**src/assert_macros.svh**
```systemverilog
// Assertion macros used by the top-level RTL file.
`ifndef ASSERT_MACROS_SVH
`define ASSERT_MACROS_SVH

// Check an implication on every clock edge outside reset.
`define ASSERT_CLKD(label, clk, rst_n, prop, msg) \
    label: assert property (@(posedge clk) disable iff (!rst_n) (prop)) else $error(msg);

// Check an implication on every clock edge, reset included.
`define ASSERT_ALWAYS(label, clk, prop, msg) \
    label: assert property (@(posedge clk) (prop)) else $error(msg);

`endif

```
**src/b64d_pkg.sv**
```systemverilog
// Package with constants, types and codes of the base64url stream decoder.
package b64d_pkg;

    localparam int COUNT_BITS_DEF = 16;
    localparam int CAP_BITS       = 16;
    localparam int RES_MAX        = 3;

    localparam logic [CAP_BITS-1:0] CAP_RESET = 16'd2048;

    localparam logic [7:0] CHAR_UPPER_A = 8'h41;
    localparam logic [7:0] CHAR_UPPER_Z = 8'h5A;
    localparam logic [7:0] CHAR_LOWER_A = 8'h61;
    localparam logic [7:0] CHAR_LOWER_Z = 8'h7A;
    localparam logic [7:0] CHAR_DIGIT_0 = 8'h30;
    localparam logic [7:0] CHAR_DIGIT_9 = 8'h39;
    localparam logic [7:0] CHAR_PLUS    = 8'h2B;
    localparam logic [7:0] CHAR_MINUS   = 8'h2D;
    localparam logic [7:0] CHAR_SLASH   = 8'h2F;
    localparam logic [7:0] CHAR_UNDER   = 8'h5F;

    localparam logic [5:0] SEXTET_LOWER_BASE = 6'd26;
    localparam logic [5:0] SEXTET_DIGIT_BASE = 6'd52;
    localparam logic [5:0] SEXTET_62         = 6'd62;
    localparam logic [5:0] SEXTET_63         = 6'd63;

    localparam logic ACT_CHAR   = 1'b0;
    localparam logic ACT_FINISH = 1'b1;

    localparam logic [1:0] KIND_DATA = 2'd0;
    localparam logic [1:0] KIND_OK   = 2'd1;
    localparam logic [1:0] KIND_OVF  = 2'd2;

    typedef logic [5:0] sextet_t;

    typedef struct packed {
        logic [1:0]  kind;
        logic [7:0]  data_byte;
        logic [15:0] byte_count;
        logic        last_of_run;
    } res_t;

    typedef struct packed {
        res_t [RES_MAX-1:0] item;
        logic [1:0]         num;
    } res_set_t;

endpackage

```
**src/b64d_char_map.sv**
```systemverilog
// Character to sextet decoder for the standard and url-safe alphabets.
module b64d_char_map
    import b64d_pkg::*;
(
    input  logic [7:0] char_i,
    output logic       hit,
    output sextet_t    sextet
);

    logic [7:0] diff;

    always_comb begin
        hit    = 1'b1;
        sextet = '0;
        diff   = '0;
        if (char_i >= CHAR_UPPER_A && char_i <= CHAR_UPPER_Z) begin
            diff   = char_i - CHAR_UPPER_A;
            sextet = diff[5:0];
        end else if (char_i >= CHAR_LOWER_A && char_i <= CHAR_LOWER_Z) begin
            diff   = char_i - CHAR_LOWER_A;
            sextet = diff[5:0] + SEXTET_LOWER_BASE;
        end else if (char_i >= CHAR_DIGIT_0 && char_i <= CHAR_DIGIT_9) begin
            diff   = char_i - CHAR_DIGIT_0;
            sextet = diff[5:0] + SEXTET_DIGIT_BASE;
        end else if (char_i == CHAR_PLUS || char_i == CHAR_MINUS) begin
            sextet = SEXTET_62;
        end else if (char_i == CHAR_SLASH || char_i == CHAR_UNDER) begin
            sextet = SEXTET_63;
        end else begin
            hit = 1'b0;
        end
    end

endmodule

```
**src/b64d_core.sv**
```systemverilog
// Input register, decode state and per-transaction result computation.
module b64d_core
    import b64d_pkg::*;
#(
    parameter int COUNT_BITS = COUNT_BITS_DEF
) (
    input  logic                aclk,
    input  logic                aresetn,
    input  logic                s_tvalid,
    output logic                s_tready,
    input  logic                s_tuser,
    input  logic [7:0]          s_tdata,
    input  logic                cfg_wr_en,
    input  logic [CAP_BITS-1:0] cfg_wr_data,
    input  logic                buf_free,
    output logic                load,
    output res_set_t            res_set
);

    localparam int CW = ((COUNT_BITS > CAP_BITS) ? COUNT_BITS : CAP_BITS) + 2;

    logic                  in_vld_reg;
    logic                  in_act_reg;
    logic [7:0]            in_char_reg;
    logic [CAP_BITS-1:0]   cap_reg;
    sextet_t               sextet_reg [RES_MAX];
    sextet_t               sextet_next [RES_MAX];
    logic [1:0]            fill_reg, fill_next;
    logic [COUNT_BITS-1:0] wc_reg, wc_next;
    logic                  ovf_reg, ovf_next;

    logic                  hit;
    sextet_t               val;
    logic [CW-1:0]         wc_ext, cap_ext;
    logic [COUNT_BITS-1:0] wcp1, wcp2, wcp3, wc1, wc2;
    logic                  e1, e2;
    res_t                  st;
    logic [7:0]            g0, g1, g2;

    function automatic logic [15:0] to_bc(input logic [COUNT_BITS-1:0] c);
        logic [CW-1:0] e;
        e = CW'(c);
        return e[15:0];
    endfunction

    b64d_char_map u_map (
        .char_i (in_char_reg),
        .hit    (hit),
        .sextet (val)
    );

    assign s_tready = !in_vld_reg || buf_free;
    assign load     = in_vld_reg && buf_free;

    always_comb begin
        wc_ext  = CW'(wc_reg);
        cap_ext = CW'(cap_reg);
        wcp1    = wc_reg + COUNT_BITS'(1);
        wcp2    = wc_reg + COUNT_BITS'(2);
        wcp3    = wc_reg + COUNT_BITS'(3);
        g0      = {sextet_reg[0], sextet_reg[1][5:4]};
        g1      = {sextet_reg[1][3:0], sextet_reg[2][5:2]};
        g2      = {sextet_reg[2][1:0], val};

        e1  = !ovf_reg && fill_reg >= 2'd2 && (wc_ext + CW'(1)) <= cap_ext;
        wc1 = e1 ? wcp1 : wc_reg;
        e2  = !ovf_reg && fill_reg == 2'd3 && (CW'(wc1) + CW'(1)) <= cap_ext;
        wc2 = e2 ? wcp2 : wc1;

        st.kind        = ovf_reg ? KIND_OVF : KIND_OK;
        st.data_byte   = '0;
        st.byte_count  = to_bc(wc2);
        st.last_of_run = 1'b1;

        fill_next   = fill_reg;
        sextet_next = sextet_reg;
        wc_next     = wc_reg;
        ovf_next    = ovf_reg;
        res_set     = '0;

        if (load) begin
            if (in_act_reg == ACT_CHAR) begin
                if (!ovf_reg && hit) begin
                    if (fill_reg != 2'd3) begin
                        sextet_next[fill_reg] = val;
                        fill_next             = fill_reg + 2'd1;
                    end else begin
                        fill_next = '0;
                        if ((wc_ext + CW'(3)) > cap_ext) begin
                            ovf_next = 1'b1;
                        end else begin
                            wc_next     = wcp3;
                            res_set.num = 2'd3;
                            res_set.item[0] = '{KIND_DATA, g0, to_bc(wcp1), 1'b0};
                            res_set.item[1] = '{KIND_DATA, g1, to_bc(wcp2), 1'b0};
                            res_set.item[2] = '{KIND_DATA, g2, to_bc(wcp3), 1'b1};
                        end
                    end
                end
            end else begin
                res_set.num     = 2'd1 + {1'b0, e1} + {1'b0, e2};
                res_set.item[0] = e1 ? '{KIND_DATA, g0, to_bc(wcp1), 1'b0} : st;
                res_set.item[1] = e2 ? '{KIND_DATA, g1, to_bc(wcp2), 1'b0} : st;
                res_set.item[2] = st;
                fill_next       = '0;
                wc_next         = '0;
                ovf_next        = 1'b0;
                for (int i = 0; i < RES_MAX; i++) begin
                    sextet_next[i] = '0;
                end
            end
        end
    end

    always_ff @(posedge aclk) begin
        if (!aresetn) begin
            in_vld_reg <= 1'b0;
            cap_reg    <= CAP_RESET;
            fill_reg   <= '0;
            wc_reg     <= '0;
            ovf_reg    <= 1'b0;
            for (int i = 0; i < RES_MAX; i++) begin
                sextet_reg[i] <= '0;
            end
        end else begin
            if (s_tvalid && s_tready) begin
                in_vld_reg <= 1'b1;
            end else if (load) begin
                in_vld_reg <= 1'b0;
            end
            if (cfg_wr_en) begin
                cap_reg <= cfg_wr_data;
            end
            fill_reg   <= fill_next;
            wc_reg     <= wc_next;
            ovf_reg    <= ovf_next;
            sextet_reg <= sextet_next;
        end
    end

    always_ff @(posedge aclk) begin
        if (s_tvalid && s_tready) begin
            in_act_reg  <= s_tuser;
            in_char_reg <= s_tdata;
        end
    end

endmodule

```
**src/b64d_out_buf.sv**
```systemverilog
// Result register that hands out up to three results, one per transaction.
module b64d_out_buf
    import b64d_pkg::*;
(
    input  logic        aclk,
    input  logic        aresetn,
    input  logic        load,
    input  res_set_t    res_set,
    output logic        buf_free,
    output logic        m_tvalid,
    input  logic        m_tready,
    output logic [1:0]  m_tuser,
    output logic [23:0] m_tdata,
    output logic        m_tlast
);

    res_t [RES_MAX-1:0] items_reg;
    logic [1:0]         cnt_reg;
    logic [1:0]         idx_reg;
    res_t               cur;
    logic               pop;

    assign cur      = items_reg[idx_reg];
    assign m_tvalid = cnt_reg != 2'd0;
    assign pop      = m_tvalid && m_tready;
    assign buf_free = !m_tvalid || (pop && cnt_reg == 2'd1);
    assign m_tuser  = cur.kind;
    assign m_tdata  = {cur.byte_count, cur.data_byte};
    assign m_tlast  = cur.last_of_run;

    always_ff @(posedge aclk) begin
        if (!aresetn) begin
            cnt_reg <= '0;
            idx_reg <= '0;
        end else if (load) begin
            cnt_reg <= res_set.num;
            idx_reg <= '0;
        end else if (pop) begin
            cnt_reg <= cnt_reg - 2'd1;
            idx_reg <= idx_reg + 2'd1;
        end
    end

    always_ff @(posedge aclk) begin
        if (load) begin
            items_reg <= res_set.item;
        end
    end

endmodule

```
**src/base64url_stream_decoder.sv**
```systemverilog
// Top level of the base64 / base64url stream decoder.
// Input: one transaction per character on s_*; s_tuser = 0 carries a character
// in s_tdata, s_tuser = 1 ends the string (flush partial group, report status).
// Output: one transaction per result on m_*; m_tuser is the kind (data byte,
// status ok, status overflow), m_tdata holds the byte and the running count,
// m_tlast marks the last result caused by one input transaction.
// The capacity register is written through cfg_wr_en / cfg_wr_data; the user
// must write it only while idle, since the block itself does not enforce this.
// A result passes through the input register, then the result register. One
// input transaction per cycle is taken as long as each leaves at most one result
// and the receiver is ready; a completed group or a flush holds the input until
// the result register has handed out all its results, one result per cycle.
// Reset clears the decode state and the byte count, sets the capacity to 2048
// and empties both registers. When the receiver stalls, the current result
// holds and the input side stops once the input register is also full.
module base64url_stream_decoder
    import b64d_pkg::*;
#(
    parameter int COUNT_BITS = COUNT_BITS_DEF
) (
    input  logic                aclk,
    input  logic                aresetn,
    input  logic                s_tvalid,
    output logic                s_tready,
    input  logic                s_tuser,     // [0] action
    input  logic [7:0]          s_tdata,     // [7:0] in_char
    output logic                m_tvalid,
    input  logic                m_tready,
    output logic [1:0]          m_tuser,     // [1:0] kind
    output logic [23:0]         m_tdata,     // [7:0] data_byte, [23:8] byte_count
    output logic                m_tlast,
    input  logic                cfg_wr_en,
    input  logic [CAP_BITS-1:0] cfg_wr_data
);

`include "assert_macros.svh"

    logic     buf_free;
    logic     load;
    res_set_t res_set;

    b64d_core #(
        .COUNT_BITS (COUNT_BITS)
    ) u_core (
        .aclk        (aclk),
        .aresetn     (aresetn),
        .s_tvalid    (s_tvalid),
        .s_tready    (s_tready),
        .s_tuser     (s_tuser),
        .s_tdata     (s_tdata),
        .cfg_wr_en   (cfg_wr_en),
        .cfg_wr_data (cfg_wr_data),
        .buf_free    (buf_free),
        .load        (load),
        .res_set     (res_set)
    );

    b64d_out_buf u_out (
        .aclk     (aclk),
        .aresetn  (aresetn),
        .load     (load),
        .res_set  (res_set),
        .buf_free (buf_free),
        .m_tvalid (m_tvalid),
        .m_tready (m_tready),
        .m_tuser  (m_tuser),
        .m_tdata  (m_tdata),
        .m_tlast  (m_tlast)
    );

    `ASSERT_CLKD(a_last_is_status, aclk, aresetn,
        (m_tvalid && m_tuser != KIND_DATA) |-> m_tlast, "status without last flag")
    `ASSERT_CLKD(a_status_zero_byte, aclk, aresetn,
        (m_tvalid && m_tuser != KIND_DATA) |-> (m_tdata[7:0] == 8'd0), "status with nonzero byte")
    `ASSERT_CLKD(a_kind_legal, aclk, aresetn,
        m_tvalid |-> (m_tuser == KIND_DATA || m_tuser == KIND_OK || m_tuser == KIND_OVF),
        "illegal kind code")
    `ASSERT_CLKD(a_load_needs_room, aclk, aresetn,
        load |-> buf_free, "result set loaded over pending results")

endmodule
```
**config.mk**
```make
export PLATFORM = sky130hd
export DESIGN_NAME = base64url_stream_decoder
export DESIGN_NICKNAME = d
export VERILOG_FILES = /design/src/b64d_pkg.sv /design/src/b64d_char_map.sv /design/src/b64d_core.sv /design/src/b64d_out_buf.sv /design/src/base64url_stream_decoder.sv
export VERILOG_INCLUDE_DIRS = /design/src /design/src/src
export SDC_FILE = /design/constraint.sdc
export NUM_CORES = 1
export LEC_CHECK = 0
export BUFFER_PORTS_ARGS = -buffer_cell sky130_fd_sc_hd__buf_2
export CAP_MARGIN = 20
export CORE_ASPECT_RATIO = 0.7
export CORE_MARGIN = 2
export CORE_UTILIZATION = 55
export DETAILED_ROUTE_END_ITERATION = 8
export PLACE_DENSITY = 0.73
export SLEW_MARGIN = 20
export SYNTH_ARGS = -nofsm -noshare
export SYNTH_HDL_FRONTEND = slang
export SYNTH_SLANG_ARGS = --single-unit
```
**constraint.sdc**
```tcl
create_clock -name aclk -period 20.5 [get_ports aclk]
set_input_delay 3.075 -clock aclk [delete_from_list [all_inputs] [get_ports aclk]]
set_output_delay 3.075 -clock aclk [all_outputs]
set_load 0.02 [all_outputs]
```
Word-level counts from Yosys, hierarchy flattened
Index checks and enable logic that the tools add are counted.
Word-level totals
  flip-flop bits (word level): 148
  output and inout port bits: 29
Cells by class
  bitwise operators: 3
  reduce and logical (&&, ||, !) cells: 32
  muxes and demuxes: 42
  magnitude comparators: 13
  equal/unequal tests: 9
  $add $sub $neg: 16
Operators by type and width (count)
  83-bit two-way mux: 3
  16-bit two-way mux: 6
  27-bit two-way mux: 3
  81-bit two-way mux: 1
  27-bit binary-select mux with 2-bit select: 1
  18-bit two-way mux: 3
  18-bit by 16-bit less-or-equal comparator with 1-bit output: 2
  6-bit two-way mux: 6
  16-bit by 1-bit adder with 17-bit output (second input constant): 2
  16-bit by 2-bit adder with 16-bit output (second input constant): 2
  8-bit by 6-bit equality test with 1-bit output (second input constant): 3
  18-bit bitwise mux: 1
  18-bit by 16-bit greater-than comparator with 1-bit output: 1
  16-bit by 2-bit adder with 17-bit output (second input constant): 1
  16-bit by 1-bit adder with 16-bit output (second input constant): 1
  8-bit by 7-bit greater-or-equal comparator with 1-bit output (second input constant): 2
  8-bit by 7-bit less-or-equal comparator with 1-bit output (second input constant): 2
  1-bit logical AND: 13
  6-bit demux with 2-bit select: 1
  2-bit two-way mux: 6
  2-bit nonzero test: 6
  6-bit subtractor (second input constant): 2
  1-bit two-way mux: 11
  8-bit by 7-bit equality test with 1-bit output (second input constant): 1
  other kinds (26): 35

Depth between registers and ports, before layout
Gate-level depths: netlist of the first run.
  depth in word-level cells: 12
  gate-level depth with buffers: 35

Hierarchy
From an unflattened synthesis of the first run, not the netlist that was laid out.
Second synthesis, totals
  cell total of the unflattened synthesis: 1114
  area total of the unflattened synthesis: 9992.1 um^2
Modules (own cells, without submodules)
  b64d_core: area each 6208.5 um^2, instances 1, cells an instance 842
  b64d_out_buf: area each 3243.1 um^2, instances 1, cells an instance 198
  b64d_char_map: area each 540.5 um^2, instances 1, cells an instance 74

Least setup slack after synthesis of the first run
OpenSTA, ideal clock, no wires.
  path type: flip-flop to flip-flop
  start point: reg u_core.wc_reg[1]
  end point: reg u_out.cnt_reg[0]
  setup slack: 13.185 ns
  library setup time: 0.130 ns
  cell stages (with the launch flop): 34
  arrival: 7.185 ns
  required time: 20.370 ns
  cell sequence: dfxtp_1 -> ha_1 -> nand3_2 -> nor3_1 -> xnor2_1 -> inv_1 -> ha_1 -> nand4_1 -> or4_1 -> o21ai_0 -> o21ba_2 -> nor2_1 -> clkbuf_1 -> clkbuf_1 -> clkbuf_1 -> xnor2_1 -> ha_1 -> inv_1 -> or3_1 -> nor2_1 -> nor2_1 -> o21ai_0 -> xor2_1 -> ha_1 -> nand4_1 -> nor4_1 -> o21ai_0 -> nor2_1 -> o211ai_2 -> clkbuf_4 -> buf_6 -> ha_1 -> o21ai_0 -> o221a_2
Between the ends
  cells in the longest elaborated chain, start to end: 10
  elaborated cells between the ends (all ways): 17
  classes of those cells: add/sub (6); order compare (3); mux (6); reduce/logical (2)
Ends and longest elaborated chain
  start: declaration: line b64d_core.sv:29  | logic [COUNT_BITS-1:0] wc_reg, wc_next;
  start signal: assignment: line b64d_core.sv:135  | wc_reg <= wc_next;
  16-bit by 1-bit adder with 17-bit output: line b64d_core.sv:65  | e1 = !ovf_reg && fill_reg >= 2'd2 && (wc_ext + CW'(1)) <= cap_ext;
  18-bit by 16-bit less-or-equal comparator with 1-bit output: line b64d_core.sv:65
  1-bit logical AND: line b64d_core.sv:65
  16-bit two-way mux: line b64d_core.sv:66  | wc1 = e1 ? wcp1 : wc_reg;
  16-bit by 1-bit adder with 17-bit output: line b64d_core.sv:67  | e2 = !ovf_reg && fill_reg == 2'd3 && (CW'(wc1) + CW'(1)) <= cap_ext;
  18-bit by 16-bit less-or-equal comparator with 1-bit output: line b64d_core.sv:67
  1-bit logical AND: line b64d_core.sv:67
  2-bit by 1-bit adder with 2-bit output: line b64d_core.sv:101  | res_set.num = 2'd1 + {1'b0, e1} + {1'b0, e2};
  83-bit two-way mux *: line b64d_core.sv:82  | if (in_act_reg == ACT_CHAR) begin
  2-bit two-way mux *: line b64d_out_buf.sv:35  | end else if (load) begin
  end signal: assignment: line b64d_out_buf.sv:36  | cnt_reg <= res_set.num;
  end signal: assignment: line b64d_out_buf.sv:39  | cnt_reg <= cnt_reg - 2'd1;
  end: declaration: line b64d_out_buf.sv:18  | logic [1:0] cnt_reg;
Every way passes the cells marked *; elsewhere a longest branch is shown, timed or not.
A chain may end at the register's enable or synchronous reset.

==> metrics.log, run 1 <==
[metrics] power per cell area: 72.27 nW/um^2
[metrics] critical register-to-register path startpoint: u_core.wc_reg[0]$_SDFFE_PN0P_
[metrics] clock slew at reported path FFs: 0.07 ns
[metrics] Lkg Pwr: 0.004322 uW
[metrics] core region area: 18810 um^2
[metrics] Worst slew margin: 23.50%
[metrics] Switching Share: 31.77%
[metrics] number of antenna violations at the first check in global routing: 1
[metrics] CTS max path bufs: 2
[metrics] first-pass iteration count of the detailed router: 6
[metrics] number of max-slew violations in the final report: 0
[metrics] count of unresolved DRC violations after routing: 0
[metrics] fraction of synthesis flops using an asynchronous set or reset pin: 0%
[metrics] clock buffer count from CTS: 17
[metrics] total negative setup slack: 0 ns
[metrics] delay of the slowest critical-path stage: 0.91 ns
[metrics] reported net switching power: 265.0 uW
[metrics] Power, Total: 834.1 uW
[metrics] flip-flop count of the largest register after layout: 81
[metrics] flip-flop cell with the highest count after synthesis: sky130_fd_sc_hd__edfxtp_1
[metrics] clock tree from TritonCTS: built
[metrics] overall die area: 20270 um^2
[metrics] number of unique standard cell types used by synthesis: 77
[metrics] number of global-route vias before repair: 8342
[metrics] Worst Path Max Fanout: 42
[metrics] Clock power frac: 38.9%
[metrics] row count: 42
[metrics] Top Ports: 59
[metrics] critical path capture point type: flip-flop
[metrics] outcome: finished, final reports clean
[metrics] combinational power share: 18.3%
[metrics] placer congestion estimate: 1.018
[metrics] area delta synth->final: 9.679%
[metrics] CP max stage cell: sky130_fd_sc_hd__dfxtp_1
[metrics] hold violation total from the final report: 0
[metrics] cts hold-fix bufs: 0
[metrics] skew final: 0.01281 ns
[metrics] number of input and output port buffers inserted: 58
[metrics] Peak Freq: 116.4 MHz
[metrics] total grt overflow: 0
[metrics] time the worst path needs with I/O delays and setup: 8.594 ns
[metrics] Hold Crit Start: u_core.g1[1]$_SDFFE_PN0P_
[metrics] Peak VDD IR: 0.04325 mV
[metrics] WP data required: 20.67 ns
[metrics] Synth Cell Area: 10520 um^2
[metrics] Post-CTS Setup Bufs: 0
[metrics] number of gates resized after cts: 0
[metrics] type of origin of the critical path: flip-flop
[metrics] DRT Wirelength: 30950 um
[metrics] Die W: 169.3 um
[metrics] Placed Area: 10900 um^2
[metrics] total setup violations reported at the end of the flow: 0
[metrics] synthesis-stage register bit count: 148
[metrics] unrepaired setup endpoints after global routing: no
[metrics] post-DR vias/cell: 6.310
[metrics] clock latency at the later pin of the worst-skew pair: 0.44 ns
[metrics] fin crit share: 41.92%
[metrics] Non-Filler Cell Area, Final: 11540 um^2
[metrics] vertical die dimension: 119.7 um
[metrics] gate count after technology mapping: 1176
[metrics] ANT nets after route: 0
[metrics] Vias: 9131
[metrics] share of final-layout standard cells stronger than drive strength 1: 11.87%
[metrics] global-route wire length before repair: 48870 um
[metrics] initial detailed-routing violation count: 1093
[metrics] critical path arrival: 8.77 ns
[metrics] Most Frequent Cell on Critical Path: sky130_fd_sc_hd__ha_1
[metrics] GRT Total Usage: 31.46%
[metrics] type of the worst min-delay path: reg2reg
[metrics] TritonCTS sink count: 148
[metrics] transition time of the tightest slew-check pin: 1.140 ns
[metrics] sequential share of the synthesized area: 36.72%
[metrics] total number of yosys warnings: 0
[metrics] post-synthesis average cell area: 8.948 um^2
[metrics] fillers: 1622
[metrics] P_int: 569.1 uW
[metrics] number of nets in the synthesized netlist: 1275
[metrics] drt wl/cell: 21.39 um
[metrics] number of diodes added for antenna fixing: 0
[metrics] CTS H-Tree Depth: 4
[metrics] largest net degree at the start of global routing: 89
[metrics] number of nets in the layout: 1291
[metrics] classification of the worst setup path: reg2reg
[metrics] post-detailed-placement half-perimeter wirelength: 22070 um
[metrics] Root Buffer: sky130_fd_sc_hd__clkbuf_16
[metrics] relative contribution of sequential cells to total power: 42.8%
[metrics] reported max-cap violation count: 0
[metrics] starting utilization of the core area: 55.93%
[metrics] first element of the critical path: u_core.wc_reg[0]$_SDFFE_PN0P_
[metrics] number of flops mapped to enable cells by yosys: 90
## worst max-delay path, delay by kind of cell (launching register included)
kind            cells  cell delay [ns]
buf+inv             4             0.80
simple gates       13             3.24
compound gates      7             1.33
mux                 1             0.38
xor+xnor            2             0.36
flops               1             0.91
fa+ha+maj           4             1.28
## power by group through the flow
stage | logic, uW | clock network [uW] | registers [uW]
CTS | 150 | 326 | 358
detailed placement | 150 | 0 | 364
finish | 153 | 324 | 357
global placement | 147 | 0 | 363
global route | 167 | 341 | 360
floorplan | 103 | 0 | 361
## layout make-up
class	instances	area (um^2)	share of cell area, %
Multi-Input combinational cell	906	6162	53.39
Sequential cell	148	3865	33.49
Timing Repair Buffer	74	430.4	3.729
Clock buffer	17	425.4	3.686
Tap cell	242	302.8	2.624
Clock inverter	15	185.2	1.605
Inverter	45	170.2	1.474
## cell usage after synthesis (10+ instances only)
cell type	instances	share of area (%)
sky130_fd_sc_hd__nand3_1	27	1.3
sky130_fd_sc_hd__xor2_1	22	1.8
sky130_fd_sc_hd__nor2_1	70	2.5
sky130_fd_sc_hd__clkbuf_1	53	1.9
sky130_fd_sc_hd__edfxtp_1	90	26
sky130_fd_sc_hd__o21ai_0	74	3.5
sky130_fd_sc_hd__nor3_1	23	1.1
sky130_fd_sc_hd__and2_1	30	1.8
sky130_fd_sc_hd__inv_1	41	1.5
sky130_fd_sc_hd__a22oi_1	24	1.7
sky130_fd_sc_hd__xnor2_1	52	4.3
sky130_fd_sc_hd__nand4_1	21	1.2
sky130_fd_sc_hd__mux2i_1	57	5.4
sky130_fd_sc_hd__dfxtp_1	58	11
sky130_fd_sc_hd__a21boi_0	11	0.78
sky130_fd_sc_hd__buf_2	12	0.57
sky130_fd_sc_hd__ha_1	69	8.2
sky130_fd_sc_hd__nand2_1	132	4.7
sky130_fd_sc_hd__a31oi_1	17	1.0
sky130_fd_sc_hd__o31ai_1	10	0.71
sky130_fd_sc_hd__a21oi_1	56	2.7
sky130_fd_sc_hd__nor2b_1	57	3.4
## layer usage
metal  vias to the layer above  GRT usage (%)  routed length [um]  share of wire [%]
li1                       4283              -                   -                  -
met1                      4269          49.83               14830                 48
met2                       527          41.15               11890                 38
met3                        50          9.268                3710                 12
met4                         2          7.425                 511                1.7
met5                         -              0                  13              0.042
## through the flow
step           utilization, %  hold slack [ns]  setup slack [ns]  cells
2_1_floorplan               -           0.4676             13.18   1176
3_3_place_gp            57.95           0.4849             12.46   1414
3_5_place_dp            57.95           0.4977             12.25   1414
4_1_cts                 61.20           0.5183             12.19   1446
5_1_grt                 61.35           0.5463             11.44   1447
6_report                61.35           0.5121             11.91   1447
## final timing paths
check	end	slack [ns]	depth (start not counted)
min	u_core.g1[1]$_SDFFE_PN0P_	0.51	2
min reg2reg	u_core.g1[1]$_SDFFE_PN0P_	0.51	2
max reg2reg	u_out.items_reg[5]$_DFFE_PP_	11.91	31
max	u_out.items_reg[5]$_DFFE_PP_	11.91	31
## cell families after synthesis
| kind of cell | share of synthesized area (%) |
|---|---|
| compound gates | 17.29 |
| xor+xnor | 6.469 |
| fa+ha+maj | 8.205 |
| buf+inv | 4.851 |
| flops | 36.72 |
| mux | 6.278 |
| simple gates | 20.19 |
## cells in the final DEF (no fill, tap or decap), types with 9 or more instances in the layout
cell	instances
sky130_fd_sc_hd__a21boi_0	11
sky130_fd_sc_hd__a21oi_1	56
sky130_fd_sc_hd__a221oi_1	9
sky130_fd_sc_hd__a22oi_1	24
sky130_fd_sc_hd__a31oi_1	17
sky130_fd_sc_hd__and2_1	30
sky130_fd_sc_hd__buf_2	58
sky130_fd_sc_hd__buf_4	15
sky130_fd_sc_hd__clkbuf_16	17
sky130_fd_sc_hd__dfxtp_1	57
sky130_fd_sc_hd__edfxtp_1	90
sky130_fd_sc_hd__ha_1	69
sky130_fd_sc_hd__inv_1	40
sky130_fd_sc_hd__mux2i_1	57
sky130_fd_sc_hd__nand2_1	132
sky130_fd_sc_hd__nand2b_1	9
sky130_fd_sc_hd__nand3_1	27
sky130_fd_sc_hd__nand4_1	21
sky130_fd_sc_hd__nor2_1	69
sky130_fd_sc_hd__nor2b_1	56
sky130_fd_sc_hd__nor3_1	23
sky130_fd_sc_hd__o211ai_1	9
sky130_fd_sc_hd__o21ai_0	73
sky130_fd_sc_hd__o31ai_1	10
sky130_fd_sc_hd__xnor2_1	52
sky130_fd_sc_hd__xor2_1	22
No activity file was read; power rests on OpenSTA's default activity.
==> run 2, diff against run 1 <==
--- a/config.mk
+++ b/config.mk
@@ -6,13 +6,14 @@
 export SDC_FILE = /design/constraint.sdc
 export NUM_CORES = 1
 export LEC_CHECK = 0
+export ABC_AREA = 1
 export BUFFER_PORTS_ARGS = -buffer_cell sky130_fd_sc_hd__buf_2
 export CAP_MARGIN = 20
 export CORE_ASPECT_RATIO = 0.7
 export CORE_MARGIN = 2
 export CORE_UTILIZATION = 55
 export DETAILED_ROUTE_END_ITERATION = 8
-export PLACE_DENSITY = 0.73
+export PLACE_DENSITY = 0.76
 export SLEW_MARGIN = 20
 export SYNTH_ARGS = -nofsm -noshare
 export SYNTH_HDL_FRONTEND = slang
==> constraint.sdc (replaced) <==
create_clock -name aclk -period 7.9 [get_ports aclk]
set_input_delay 1.185 -clock aclk [delete_from_list [all_inputs] [get_ports aclk]]
set_output_delay 1.185 -clock aclk [all_outputs]
set_load 0.02 [all_outputs]
==> run 2 against run 1 <==
Against the previous run: area after synthesis fell by 3.9%; count of clock-buffer cells in the layout rose by 1; global-route usage fell by 0.82 points; worst setup slack got worse by 11 ns; clock skew rose by 0.0045 ns; synthesized cell count rose by 14%; largest power group unchanged; highest routed layer is now met4.
==> metrics.log, run 2 <==
[metrics] Vias: 9156 (+0.27%)
[metrics] CP bufs+invs: 3 (-1)
[metrics] row count: 41 (-2.4%)
[metrics] CTS max path bufs: 2 (unchanged)
[metrics] core region area: 18010 um^2 (-4.3%)
[metrics] number of unique standard cell types used by synthesis: 51 (-34%)
[metrics] reported net switching power: 982.8 uW (+270%)
[metrics] gate count after technology mapping: 1336 (+14%)
[metrics] power per cell area: 234.8 nW/um^2 (+220%)
[metrics] Root Buffer: sky130_fd_sc_hd__clkbuf_16
[metrics] skew final: 0.01731 ns (+0.004491 ns)
[metrics] number of diodes added for antenna fixing: 0 (unchanged)
[metrics] number of input and output port buffers inserted: 58 (unchanged)
[metrics] critical path depth in cells: 34 (+9.7%)
[metrics] fraction of synthesis flops using an asynchronous set or reset pin: 0% (unchanged)
[metrics] Synth Cell Area: 10110 um^2 (-3.9%)
[metrics] most numerous cell in the Yosys netlist: sky130_fd_sc_hd__nand2_1
[metrics] global-route wire length before repair: 46170 um (-5.5%)
[metrics] synthesis-stage register bit count: 148 (unchanged)
[metrics] fillers: 1649 (+1.7%)
[metrics] time the worst path needs with I/O delays and setup: 7.024 ns (-1.570 ns)
[metrics] Post-CTS Setup Bufs: 0 (unchanged)
[metrics] fin crit share: 88.91% (+47 points)
[metrics] total number of yosys warnings: 0 (unchanged)
[metrics] sequential share of the synthesized area: 38.21% (+1.5 points)
[metrics] total setup violations reported at the end of the flow: 0 (unchanged)
[metrics] Switching Share: 37.72% (+5.9 points)
[metrics] wl on met1: 14430 um (-2.7%)
[metrics] WP data required: 8.06 ns (-12.61 ns)
[metrics] Peak Freq: 142.4 MHz (+22%)
[metrics] number of global-route vias before repair: 8180 (-1.9%)
[metrics] library cell with the largest summed area after synthesis: sky130_fd_sc_hd__edfxtp_1
[metrics] total grt overflow: 0 (unchanged)
[metrics] worst setup slack after layout: 0.8763 ns (-11.03 ns)
[metrics] total negative setup slack: 0 ns (unchanged)
[metrics] Peak VDD IR: 0.1306 mV (+200%)
[metrics] post-DR vias/cell: 5.652 (-10%)
[metrics] GRT Total Usage: 30.64% (-0.82 points)
[metrics] Worst Path Max Fanout: 23 (-45%)
[metrics] Lkg Pwr: 0.004975 uW (+15%)
[metrics] highest routing layer actually used: met4
[metrics] clock slew at reported path FFs: 0.07 ns (about the same)
[metrics] delay of the slowest critical-path stage: 0.56 ns (-0.35 ns)
[metrics] Hold Path Depth: 2 (unchanged)
[metrics] post-synthesis average cell area: 7.569 um^2 (-15%)
[metrics] count of unresolved DRC violations after routing: 0 (unchanged)
[metrics] unrepaired setup endpoints after global routing: no
[metrics] area share of the largest cell type after synthesis: 26.73% (+1.0 points)
[metrics] logic depth of the worst register-to-register path: 34 (+9.7%)
[metrics] commonest non-fill, non-tap cell in the layout: sky130_fd_sc_hd__nand2_1
[metrics] worst hold slack: 0.4649 ns (-0.04721 ns)
[metrics] combinational power share: 30.8% (+13 points)
[metrics] TritonCTS sink count: 148 (unchanged)
[metrics] CP max stage cell: sky130_fd_sc_hd__dfxtp_1
[metrics] share of final-layout standard cells stronger than drive strength 1: 12.07% (+0.20 points)
[metrics] worst-case setup slack after placement: 0.7795 ns (-11.47 ns)
[metrics] number of nets in the synthesized netlist: 1435 (+13%)
[metrics] P_int: 1623 uW (+190%)
[metrics] number of nets in the layout: 1470 (+14%)
[metrics] hold violation total from the final report: 0 (unchanged)
[metrics] cts hold-fix bufs: 0 (unchanged)
[metrics] total length of routed met3 wires: 3512 um (-5.3%)
[metrics] flip-flop count of the largest register after layout: 81 (unchanged)
[metrics] largest net degree at the start of global routing: 78 (-12%)
[metrics] starting utilization of the core area: 56.16% (+0.23 points)
[metrics] Die W: 166.1 um (-1.9%)
[metrics] outcome: finished, final reports clean
[metrics] CTS H-Tree Depth: 4 (unchanged)
[metrics] clock buffer count from CTS: 17 (unchanged)
[metrics] reported max-cap violation count: 0 (unchanged)
[metrics] Most Frequent Cell on Critical Path: sky130_fd_sc_hd__nand2_1
[metrics] classification of the worst setup path: reg2reg
[metrics] commonest cells after routing, fill and taps aside: sky130_fd_sc_hd__nand2_1 (310), sky130_fd_sc_hd__nor2_1 (159), sky130_fd_sc_hd__inv_1 (151), sky130_fd_sc_hd__nand3_1 (99), sky130_fd_sc_hd__edfxtp_1 (90)
[metrics] type of origin of the critical path: flip-flop
[metrics] ANT nets after route: 0 (unchanged)
[metrics] number of flops mapped to enable cells by yosys: 90 (unchanged)
[metrics] Clock power frac: 31.1% (-7.8 points)
[metrics] initial detailed-routing violation count: 1149 (+5.1%)
[metrics] vertical die dimension: 117.4 um (-1.9%)
[metrics] clock latency at the later pin of the worst-skew pair: 0.44 ns (about the same)
[metrics] overall die area: 19500 um^2 (-3.8%)
[metrics] cell family contributing the most delay on the critical path: simple AND/OR/NAND/NOR gates
[metrics] clock tree from TritonCTS: built
[metrics] met2 wire length: 11200 um (-5.8%)
[metrics] flip-flop cell with the highest count after synthesis: sky130_fd_sc_hd__edfxtp_1
[metrics] relative contribution of sequential cells to total power: 38.1% (-4.7 points)
[metrics] top post-synthesis cells by count: sky130_fd_sc_hd__nand2_1 (310), sky130_fd_sc_hd__nor2_1 (160), sky130_fd_sc_hd__inv_1 (151), sky130_fd_sc_hd__nand3_1 (99), sky130_fd_sc_hd__edfxtp_1 (90)
[metrics] area delta synth->final: 9.762% (about the same)
[metrics] placer congestion estimate: 0.9850 (-3.3%)
[metrics] critical path capture point type: flip-flop
[metrics] type of the worst min-delay path: reg2reg
[metrics] transition time of the tightest slew-check pin: 1.044 ns (-0.09561 ns)
[metrics] top area cells in the synthesized netlist: sky130_fd_sc_hd__edfxtp_1 (27%), sky130_fd_sc_hd__nand2_1 (12%), sky130_fd_sc_hd__dfxtp_1 (11%)
[metrics] first-pass iteration count of the detailed router: 6 (unchanged)
[metrics] number of antenna violations at the first check in global routing: 0 (-1)
[metrics] critical path arrival: 7.18 ns (-1.59 ns)
[metrics] Worst slew margin: 30.39% (+6.9 points)
[metrics] post-detailed-placement half-perimeter wirelength: 21930 um (-0.64%)
[metrics] number of max-slew violations in the final report: 0 (unchanged)
[metrics] DRT Wirelength: 29490 um (-4.7%)
[metrics] drt wl/cell: 18.21 um (-15%)
[metrics] Top Ports: 59 (unchanged)
run 2: changes by cell type after synthesis, moves of 24 or more:
cell                      before  now
sky130_fd_sc_hd__nand2_2       0   24
sky130_fd_sc_hd__nor2b_1      57    0
sky130_fd_sc_hd__nor2_1       70  160
sky130_fd_sc_hd__and2_1       30    0
sky130_fd_sc_hd__xor2_1       22   55
sky130_fd_sc_hd__xnor2_1      52    5
sky130_fd_sc_hd__inv_1        41  151
sky130_fd_sc_hd__nand2_1     132  310
sky130_fd_sc_hd__nand3_1      27   99
sky130_fd_sc_hd__mux2i_1      57    0
run 2: cell type report:
type                    count  area [um^2]  area share, %
multi-input cells         978         5398          48.63
flip-flops and latches    148         3865          34.82
repair buffers             70        380.4          3.427
inverters                 156        585.6          5.276
well taps                 236        295.3          2.660
clock buffers              18        429.2          3.867
clock inverters            14        146.4          1.319
run 2: metrics by stage:
stage	instance area [um^2]	total power [uW]	cells	util [%]
2_1_floorplan	10110	1564	1336	-
3_3_place_gp	10520	1787	1588	58.43
3_5_place_dp	10520	1800	1588	58.43
4_1_cts	11100	2604	1620	61.62
5_1_grt	11100	2730	1620	61.64
6_report	11100	2606	1620	61.64
run 2: what timing repair did:
action,CTS,global route
endpoints found under the setup margin,0,4
resized for setup,0,1
endpoints found under the hold margin,0,0
run 2: per-layer routing:
| layer | track usage, % | up-vias |
|---|---|---|
| met5 | 0 | - |
| met4 | 7.391 | 0 |
| met3 | 7.965 | 39 |
| met2 | 39.37 | 463 |
| met1 | 49.76 | 4211 |
| li1 | - | 4443 |
run 2: final timing paths:
| kind | from | endpoint | slack, ns |
|---|---|---|---|
| worst max-delay path | u_core.wc_reg[3]$_SDFFE_PN0P_ | u_out.items_reg[41]$_DFFE_PP_ | 0.88 |
| worst min register to register | u_core.g1[7]$_SDFFE_PN0P_ | u_core.g1[7]$_SDFFE_PN0P_ | 0.46 |
| worst max register to register | u_core.wc_reg[3]$_SDFFE_PN0P_ | u_out.items_reg[41]$_DFFE_PP_ | 0.88 |
| worst min-delay path | u_core.g1[7]$_SDFFE_PN0P_ | u_core.g1[7]$_SDFFE_PN0P_ | 0.46 |
run 2: worst reg2reg max path: cells and delay by family (launching register included):
family | cells | cell delay, ns
compound gates | 4 | 0.67
flops | 1 | 0.56
buf+inv | 3 | 0.49
xor+xnor | 3 | 0.84
fa+ha+maj | 3 | 0.89
simple gates | 21 | 3.30
run 2: power by group through the flow:
| stage | logic (uW) | clock network (uW) | registers (uW) |
|---|---|---|---|
| after floorplan | 563 | 0 | 1000 |
| after global placement | 782 | 0 | 1010 |
| after detailed placement | 791 | 0 | 1010 |
| after CTS | 795 | 816 | 992 |
| after global routing | 882 | 845 | 1000 |
| final | 803 | 811 | 992 |
run 2: cell families after synthesis:
| family | synth area share [%] |
|---|---|
| buffers and inverters | 8.525 |
| xor gates and xnor gates | 5.197 |
| AOI/OAI and AO/OA | 11.73 |
| and+or+nand+nor | 27.80 |
| DFF | 38.21 |
| adders and majority gates | 8.538 |
==> run 3, diff against run 2 <==
--- a/config.mk
+++ b/config.mk
@@ -13,8 +13,9 @@
 export CORE_MARGIN = 2
 export CORE_UTILIZATION = 55
 export DETAILED_ROUTE_END_ITERATION = 8
-export PLACE_DENSITY = 0.76
+export PLACE_DENSITY_LB_ADDON = 0.15
 export SLEW_MARGIN = 20
 export SYNTH_ARGS = -nofsm -noshare
 export SYNTH_HDL_FRONTEND = slang
+export SYNTH_HIERARCHICAL = 1
 export SYNTH_SLANG_ARGS = --single-unit
==> run 3 against run 2 <==
Against the previous run: routed wire length increased by 4.1%; clock skew is 0.0062 ns lower; total power decreased by 11%; clock power up 3.8%; hold slack is essentially flat; via count rose by 4.2%; critical path type unchanged; largest power group unchanged.
==> metrics.log, run 3 <==
[metrics] largest net degree at the start of global routing: 87 (+12%)
[metrics] clock tree from TritonCTS: built
[metrics] TritonCTS sink count: 148 (unchanged)
[metrics] Peak VDD IR: 0.2138 mV (+64%)
[metrics] classification of the worst setup path: reg2reg
[metrics] CTS max path bufs: 2 (unchanged)
[metrics] count of unresolved DRC violations after routing: 0 (unchanged)
[metrics] transition time of the tightest slew-check pin: 0.9784 ns (-0.06582 ns)
[metrics] starting utilization of the core area: 56.35% (+0.19 points)
[metrics] number of nets in the layout: 1497 (+1.8%)
[metrics] area share of the largest cell type after synthesis: 26.48% (-0.24 points)
[metrics] Post-CTS Setup Bufs: 0 (unchanged)
[metrics] core region area: 18110 um^2 (+0.57%)
[metrics] commonest non-fill, non-tap cell in the layout: sky130_fd_sc_hd__nand2_1
[metrics] cts hold-fix bufs: 0 (unchanged)
[metrics] drt wl/cell: 18.62 um (+2.3%)
[metrics] time the worst path needs with I/O delays and setup: 7.013 ns (-0.01058 ns)
[metrics] clock latency at the later pin of the worst-skew pair: 0.43 ns (about the same)
[metrics] commonest cells after routing, fill and taps aside: sky130_fd_sc_hd__nand2_1 (286), sky130_fd_sc_hd__nor2_1 (142), sky130_fd_sc_hd__inv_1 (138), sky130_fd_sc_hd__nand3_1 (132), sky130_fd_sc_hd__a21oi_1 (110)
[metrics] library cell with the largest summed area after synthesis: sky130_fd_sc_hd__edfxtp_1
[metrics] Synth Cell Area: 10200 um^2 (+0.92%)
[metrics] most numerous cell in the Yosys netlist: sky130_fd_sc_hd__nand2_1
[metrics] CP bufs+invs: 6 (+3)
[metrics] Non-Filler Cell Area, Final: 11170 um^2 (+0.68%)
[metrics] skew final: 0.01115 ns (-0.006151 ns)
[metrics] Most Frequent Cell on Critical Path: sky130_fd_sc_hd__nand2_1
[metrics] flip-flop count of the largest register after layout: 81 (unchanged)
[metrics] clock slew at reported path FFs: 0.07 ns (about the same)
[metrics] outcome: finished, final reports clean
[metrics] power per cell area: 207.5 nW/um^2 (-12%)
[metrics] initial detailed-routing violation count: 1509 (+31%)
[metrics] overall die area: 19680 um^2 (+0.89%)
[metrics] number of flops mapped to enable cells by yosys: 90 (unchanged)
[metrics] Lkg Pwr: 0.005013 uW (+0.76%)
[metrics] fraction of synthesis flops using an asynchronous set or reset pin: 0% (unchanged)
[metrics] number of nets in the synthesized netlist: 1467 (+2.2%)
[metrics] total number of yosys warnings: 6 (+6)
[metrics] unrepaired setup endpoints after global routing: no
[metrics] total negative setup slack: 0 ns (unchanged)
[metrics] total setup violations reported at the end of the flow: 0 (unchanged)
[metrics] Worst slew margin: 34.09% (+3.7 points)
[metrics] post-detailed-placement half-perimeter wirelength: 21880 um (-0.20%)
[metrics] critical path capture point type: flip-flop
[metrics] total grt overflow: 0 (unchanged)
[metrics] delay of the slowest critical-path stage: 0.51 ns (-0.05 ns)
[metrics] number of max-slew violations in the final report: 0 (unchanged)
[metrics] CP max stage cell: sky130_fd_sc_hd__dfxtp_1
[metrics] number of gates resized after cts: 0 (unchanged)
[metrics] CTS H-Tree Depth: 4 (unchanged)
[metrics] post-DR vias/cell: 5.791 (+2.5%)
[metrics] post-synthesis average cell area: 7.454 um^2 (-1.5%)
[metrics] type of the worst min-delay path: reg2reg
[metrics] synthesis-stage register bit count: 148 (unchanged)
[metrics] clock buffer count from CTS: 17 (unchanged)
[metrics] Vias: 9543 (+4.2%)
[metrics] global-route wire length before repair: 47650 um (+3.2%)
[metrics] Die W: 166.8 um (+0.45%)
[metrics] vertical die dimension: 118.0 um (+0.44%)
[metrics] gate count after technology mapping: 1369 (+2.5%)
[metrics] Worst Path Max Fanout: 18 (-22%)
[metrics] sequential share of the synthesized area: 37.86% (-0.35 points)
[metrics] cell family contributing the most delay on the critical path: simple AND/OR/NAND/NOR gates
[metrics] type of origin of the critical path: flip-flop
[metrics] number of antenna violations at the first check in global routing: 0 (unchanged)
[metrics] hold violation total from the final report: 0 (unchanged)
[metrics] top post-synthesis cells by count: sky130_fd_sc_hd__nand2_1 (286), sky130_fd_sc_hd__nor2_1 (143), sky130_fd_sc_hd__inv_1 (139), sky130_fd_sc_hd__nand3_1 (132), sky130_fd_sc_hd__a21oi_1 (110)
[metrics] fin crit share: 88.77% (-0.13 points)
[metrics] first-pass iteration count of the detailed router: 7 (+1)
[metrics] row count: 41 (unchanged)
[metrics] reported max-cap violation count: 0 (unchanged)
[metrics] worst setup slack after layout: 0.8869 ns (+0.01058 ns)
[metrics] share of final-layout standard cells stronger than drive strength 1: 12.04% (-0.027 points)
[metrics] worst hold slack: 0.4652 ns (+0.0002680 ns)
[metrics] Power, Total: 2318 uW (-11%)
[metrics] top area cells in the synthesized netlist: sky130_fd_sc_hd__edfxtp_1 (26%), sky130_fd_sc_hd__dfxtp_1 (11%), sky130_fd_sc_hd__nand2_1 (11%)
[metrics] Top Ports: 59 (unchanged)
[metrics] Peak Freq: 142.6 MHz (+0.15%)
[metrics] GRT Total Usage: 31.11% (+0.47 points)
[metrics] number of unique standard cell types used by synthesis: 43 (-16%)
[metrics] worst-case setup slack after placement: 1.109 ns (+0.3290 ns)
[metrics] Placed Area: 10550 um^2 (+0.25%)
[metrics] number of global-route vias before repair: 8607 (+5.2%)
[metrics] critical path arrival: 7.39 ns (+0.21 ns)
[metrics] placer congestion estimate: 1.084 (+10%)
[metrics] DRT Wirelength: 30690 um (+4.1%)
[metrics] flip-flop cell with the highest count after synthesis: sky130_fd_sc_hd__edfxtp_1
[metrics] number of diodes added for antenna fixing: 0 (unchanged)
[metrics] WP data required: 8.27 ns (+0.21 ns)
[metrics] area delta synth->final: 9.503%
[metrics] ANT nets after route: 0 (unchanged)
[metrics] number of input and output port buffers inserted: 58 (unchanged)
[metrics] Root Buffer: sky130_fd_sc_hd__clkbuf_16
[metrics] fillers: 1643 (-0.36%)
run 3: cell types whose count changed after synthesis, sizes merged, moves of 4 or more:
cell / change
xnor2: -4
nor3: +8
a21oi: +30
o21ai: +36
nor2: -16
o31ai: -30
buf: +13
nand4: +11
o211ai: -6
nand3: +31
nand2: -27
clkbuf: -6
run 3: cell type report:
type	count	area, um^2	area share [%]
clock buffer	18	439.2	3.930
tap	236	295.3	2.642
sequential	148	3864	34.58
clock inverter	14	158.9	1.422
timing repair buffer	72	415.4	3.717
inverter	159	608.1	5.442
multi-input combinational	1001	5394	48.27
run 3: where the power goes:
group / switching, uW / internal (uW)
Clock: 383 / 459
Sequential: 30.1 / 913
Combinational: 384 / 149
Total: 797 / 1520
run 3: stage by stage:
step | utilization, % | instances
detailed placement | 58.24 | 1615
global route | 61.71 | 1648
floorplan | - | 1369
global placement | 58.24 | 1615
finish | 61.71 | 1648
CTS | 61.54 | 1647
run 3: worst paths after layout:
path              slack [ns]  cells past startpoint                           from                             to
hold reg to reg         0.47                      2      u_core/g0[5]$_SDFFE_PN0P_      u_core/g0[5]$_SDFFE_PN0P_
hold / removal          0.47                      2      u_core/g0[5]$_SDFFE_PN0P_      u_core/g0[5]$_SDFFE_PN0P_
setup reg to reg        0.89                     46  u_core/wc_reg[2]$_SDFFE_PN0P_  u_out/cnt_reg[0]$_SDFFE_PN0P_
setup / recovery        0.89                     46  u_core/wc_reg[2]$_SDFFE_PN0P_  u_out/cnt_reg[0]$_SDFFE_PN0P_
run 3: logic make-up (layout without fill, tap and decap cells):
kind of cell	count (synthesis)	after routing	share of synthesized area [%]
adders and majority gates	68	68	8.337
AOI/OAI and AO/OA	222	222	11.18
buffers and inverters	220	263	9.306
DFF	148	148	37.86
xor gates and xnor gates	57	57	4.966
and+or+nand+nor	654	654	28.35
run 3: routing by layer:
layer  routed length (um)  up-vias  track usage, %  share of wire, %
li1                     -     4580               -                 -
met2                12980      499           45.92                42
met3                 3125       60           6.759                10
met5                    0        -               0                 0
met1                13940     4404           45.98                45
met4                  646        0           8.459               2.1
run 3: tightest hold or removal path: stages (launching register included):
cell,delay (ns)
sky130_fd_sc_hd__dfxtp_1,0.31
sky130_fd_sc_hd__nand2_1,0.06
sky130_fd_sc_hd__a21oi_1,0.05
